**config.mk**
```make
export PLATFORM = sky130hd
export DESIGN_NAME = lif_ram
export DESIGN_NICKNAME = d
export VERILOG_FILES = /design/src/hw/rtl/lif_ram.sv
export SDC_FILE = /design/constraint.sdc
export NUM_CORES = 2
export LEC_CHECK = 0
export ABC_AREA = 0
export BUFFER_PORTS_ARGS = -buffer_cell sky130_fd_sc_hd__clkbuf_2
export CAP_MARGIN = 10
export CELL_PAD_IN_SITES_DETAIL_PLACEMENT = 0
export CELL_PAD_IN_SITES_GLOBAL_PLACEMENT = 1
export CORE_ASPECT_RATIO = 1.2
export CORE_MARGIN = 1.5
export CORE_UTILIZATION = 51
export DETAILED_ROUTE_END_ITERATION = 8
export PLACE_DENSITY = 0.81
export SYNTH_ARGS = -nofsm -noshare
export SYNTH_HDL_FRONTEND = slang
export SYNTH_SLANG_ARGS = --single-unit
```
**constraint.sdc**
```tcl
create_clock -name clock -period 4.27 [get_ports clock]
set_input_delay 0.854 -clock clock [delete_from_list [all_inputs] [get_ports clock]]
set_output_delay 0.854 -clock clock [all_outputs]
set_load 0.01 [all_outputs]
```
**src/hw/rtl/lif_ram.sv**
```systemverilog
// generic simple dual-port ram with registered read, old data on read-during-write
module lif_ram #(
   parameter int WIDTH = 32,
   parameter int DEPTH = 64
) (
   input  logic                     clock,
   input  logic                     wr_en,
   input  logic [$clog2(DEPTH)-1:0] wr_addr,
   input  logic [WIDTH-1:0]         wr_data,
   input  logic                     rd_en,
   input  logic [$clog2(DEPTH)-1:0] rd_addr,
   output logic [WIDTH-1:0]         rd_data
);

   logic [WIDTH-1:0] mem_ff [DEPTH];
   logic [WIDTH-1:0] rd_data_ff;

   always_ff @(posedge clock) begin
      if (wr_en) begin
         mem_ff[wr_addr] <= wr_data;
      end
      if (rd_en) begin
         rd_data_ff <= mem_ff[rd_addr];
      end
   end

   assign rd_data = rd_data_ff;

endmodule

```
Word level (Yosys, flattened, before mapping) --
Memory sizes are Yosys's and may differ from the RTL's. A register that Yosys moved wholly into a read port is not among the register bits. Cells that the tools add are included.
Word-level totals: memories kept 1, word-level logic and storage cells 3, output and inout port bits 32, register bits 0, input bits 47, memory bits (writable) 2048
Memory list:
- mem_ff | depth 64, bits a word 32, read ports 1, clocked after memory_dff 1, wr ports 1, line 15 | logic [WIDTH-1:0] mem_ff [DEPTH];
Cells by class: mux-type cells 2
Operators with widths (number):
- 1-bit 2-to-1 mux | 2

Logic depth before layout (Yosys ltp) --
word-level depth 2, gate-level depth with buffers 10, gate-level depth less buffers 5

Worst setup path after synthesis --
Ideal clock, no wire load.
kind in2reg, from input port wr_addr[3], to memory mem_ff[48][0], enable pin, arrival time 3553 ps, cell stages on the path 4, buffers on the path 1, path slack 256 ps, data required time 3809 ps, path through clkbuf_1 > nor2b_1 > nand4b_1 > nor3_1
RTL lines:
- from (decl) | line 8 | input logic [$clog2(DEPTH)-1:0] wr_addr,
- to (decl) | line 15
Straight into the memory's write port.

==> metrics.md <==
| Metric | Value |
|---|---|
| Worst path cell trace | `buf_8, buf_12, buf_4, mux4_2, mux4_2, o22ai_1, nor2_1` |
| Largest net degree at the start of global routing | `65` |
| DR vias | `about 37,000` |
| Worst IR Drop VDD | `roughly 0.35 mV` |
| WL/cell | `between 30 and 40 um` |
| Initial Utilization | `0.515` |
| Final GP Congestion | `around 0.8` |
| Nets | `3,658` |
| Min-Delay Path Class | `input port to flip-flop` |
| Cts hold-fix bufs | `0` |
| Final Max Tran Viols | `0` |
| Outcome | `finished clean` |
| DIE WIDTH | `362 um` |
| RSZ-0062 raised after global routing | `false` |
| Number of synthesized flops with an enable pin | `between 2,000 and 2,500` |
| Top cells by area, synth | `edfxtp_1 79%, mux4_2 16%, mux2i_1 1.2%` |
| Sink Count | `about 2,100` |
| GRT Residual Overflow | `0` |
| Die ar. | `0.157 sq mm` |
| Slew HR | `0.119` |
| CTS buffer count | `between 150 and 200` |
| Initial antenna violation count | `6` |
| P&R area growth vs syn | `13.5%` |
| Max stage delay cell, worst path | `o22ai_1` |
| Die height | `roughly 430 um` |
| Library cells used by synthesis | `33` |
| Clock transition at path regs | `around 0.060 ns` |
| Worst clock skew | `roughly 0.024 ns` |
| Seq/Total Area, Yosys | `0.792` |
| Static Leak | `27.9 nW` |
| CP startpoint kind | `input port` |
| Routed Antenna Nets | `0` |
| Hpwl dp | `roughly 110 mm` |
| Crit share post-route | `0.712` |
| First-pass GRT wire length | `between 200 and 300 mm` |
| Flops & latches, synth | `about 2,100` |
| Vias per cell | `6.46` |
| IO buf count | `78` |
| Synth Area per Inst | `23.7 sq um` |
| Largest fanout on the critical path | `56` |
| Post-synth top flop | `edfxtp_1` |
| Drt pass-1 iters | `7` |
| Total track usage | `0.244` |
| DRT iter0 DRCs | `between 5,000 and 6,000` |
| Worst-skew pair later-pin latency | `between 0.8 and 0.9 ns` |
| Cell Area, Synth | `around 0.079 sq mm` |
| CTS tree | `done` |
| Top-Level Pins | `between 70 and 80` |
| Yosys warning count | `0` |
| Commonest cells in the netlist | `2,080 x edfxtp_1, 544 x mux4_2, 137 x nor2_1` |
| Core area | `~0.15 sq mm` |
| Post-CTS setup buffers | `0` |
| Drt drc | `0` |
| FP Rows | `between 150 and 200` |
| Layout cells sized above 1 | `0.309` |
| Worst Path Required | `around 4.8 ns` |
| Cells after Synth | `around 3,300` |
| Vias in the first global route | `~38,000` |
| CTS root buf | `clkbuf_16` |
| Power per cell area | `roughly 460 mW/mm^2` |
| Actual slew at the worst max-slew pin | `about 1.3 ns` |
| Post-synth top area share | `0.792` |
| Count leader, synth | `edfxtp_1` |
| Setup Crit Path Kind | `input port to flip-flop` |
| Pwr Total | `roughly 42 mW` |
| Cell mode on critical path | `mux4_2` |
| CP arrival | `approximately 3.6 ns` |
| Crit-path max cell delay | `0.68 ns` |
| Min Tclk post-route | `3.04 ns` |
| Ys async rst share | `0` |
| Fill count | `10,300` |
| Final hold vios | `0` |
| Setup TNS Final | `0 ns` |
| Routed WL | `189 mm` |
| Max clock buf depth | `3` |
| Leading area contributor after synthesis | `edfxtp_1` |
| Max frequency | `0.329 GHz` |
| Maxcap violations | `0` |
| CTS resizes | `0` |
| # setup viols final | `0` |
| Crit. End Element | `flip-flop` |
| Syn Nets | `approximately 3,400` |
| Final hold slack | `~0.45 ns` |
| H-tree depth | `4` |
==> registers in the layout, summed over array words and instances, names as in the netlist <==
signal and cells:
rd_data 32, mem_ff 2048
==> layer usage <==
| metal | track usage | wire, um |
|---|---|---|
| met3 | 0.0452 | 18100 |
| met2 | 0.402 | 95200 |
| met5 | 0 | 27 |
| met1 | 0.334 | 69900 |
| met4 | 0.0779 | 5600 |
==> stage by stage <==
step | instances | worst slack, ns | cell area [sq um] | utilization
4_1_cts | 5747 | 1.25 | 89300 | 0.584
2_1_floorplan | 3324 | 0.256 | 78800 | -
3_5_place_dp | 5401 | 0.388 | 83200 | 0.544
3_3_place_gp | 5401 | 0.391 | 83200 | 0.544
6_report | 5759 | 1.23 | 89500 | 0.585
5_1_grt | 5757 | 1.23 | 89500 | 0.585
==> final cells by class <==
cell class	count	area, sq um	area share
antenna	3	7.51	0.0000839
clock inverter	125	1230	0.0138
tap	1987	2490	0.0278
multi-input combinational	1062	16000	0.178
sequential	2080	62500	0.698
clock buffer	221	4870	0.0544
timing repair buffer	281	2460	0.0275
==> worst max-delay path: cells and delay by family <==
family | cells | cell delay [ns]
buffers and inverters | 3 | 1.03
multiplexers | 2 | 0.82
AND/OR/NAND/NOR | 1 | 0.12
AO/OA/AOI/OAI | 1 | 0.68
==> cells by family after synthesis <==
| kind of cell | share of synthesized area |
|---|---|
| and+or+nand+nor | 0.0126 |
| AOI/OAI and AO/OA | 0.0167 |
| buffers and inverters | 0.0112 |
| DFF | 0.792 |
| muxes | 0.167 |
==> path summary, 6_finish.rpt <==
check,from,endpoint,slack (ns),cells past startpoint
max,rd_addr[1],rd_data[7],1.23,7
min,wr_data[2],mem_ff[57][2],0.45,1
max reg2reg,mem_ff[63][7],rd_data[7],1.82,4
min reg2reg,mem_ff[28][4],rd_data[4],0.87,4
==> power breakdown <==
group	leakage [nW]	internal (mW)	switching, mW
Combinational	6.20	0.805	1.25
Clock	2.97	9.40	7.36
Sequential	18.7	22.6	0.0833
==> placed cells by master, fill, tap and decap left out, types with 8 or more instances in the layout <==
cell type,n
edfxtp_1,2080
mux4_2,544
clkbuf_16,190
buf_4,163
mux2i_1,93
o22ai_1,84
nor2_1,75
clkbuf_2,74
a21oi_1,62
nor2_4,62
clkinv_1,44
buf_12,41
clkinv_2,37
clkbuf_1,31
o221ai_1,27
nand2_1,26
bufinv_16,20
nor2b_1,15
a22oi_1,12
clkinvlp_4,9
a311oi_1,8
(Power assumes the default switching activity.)
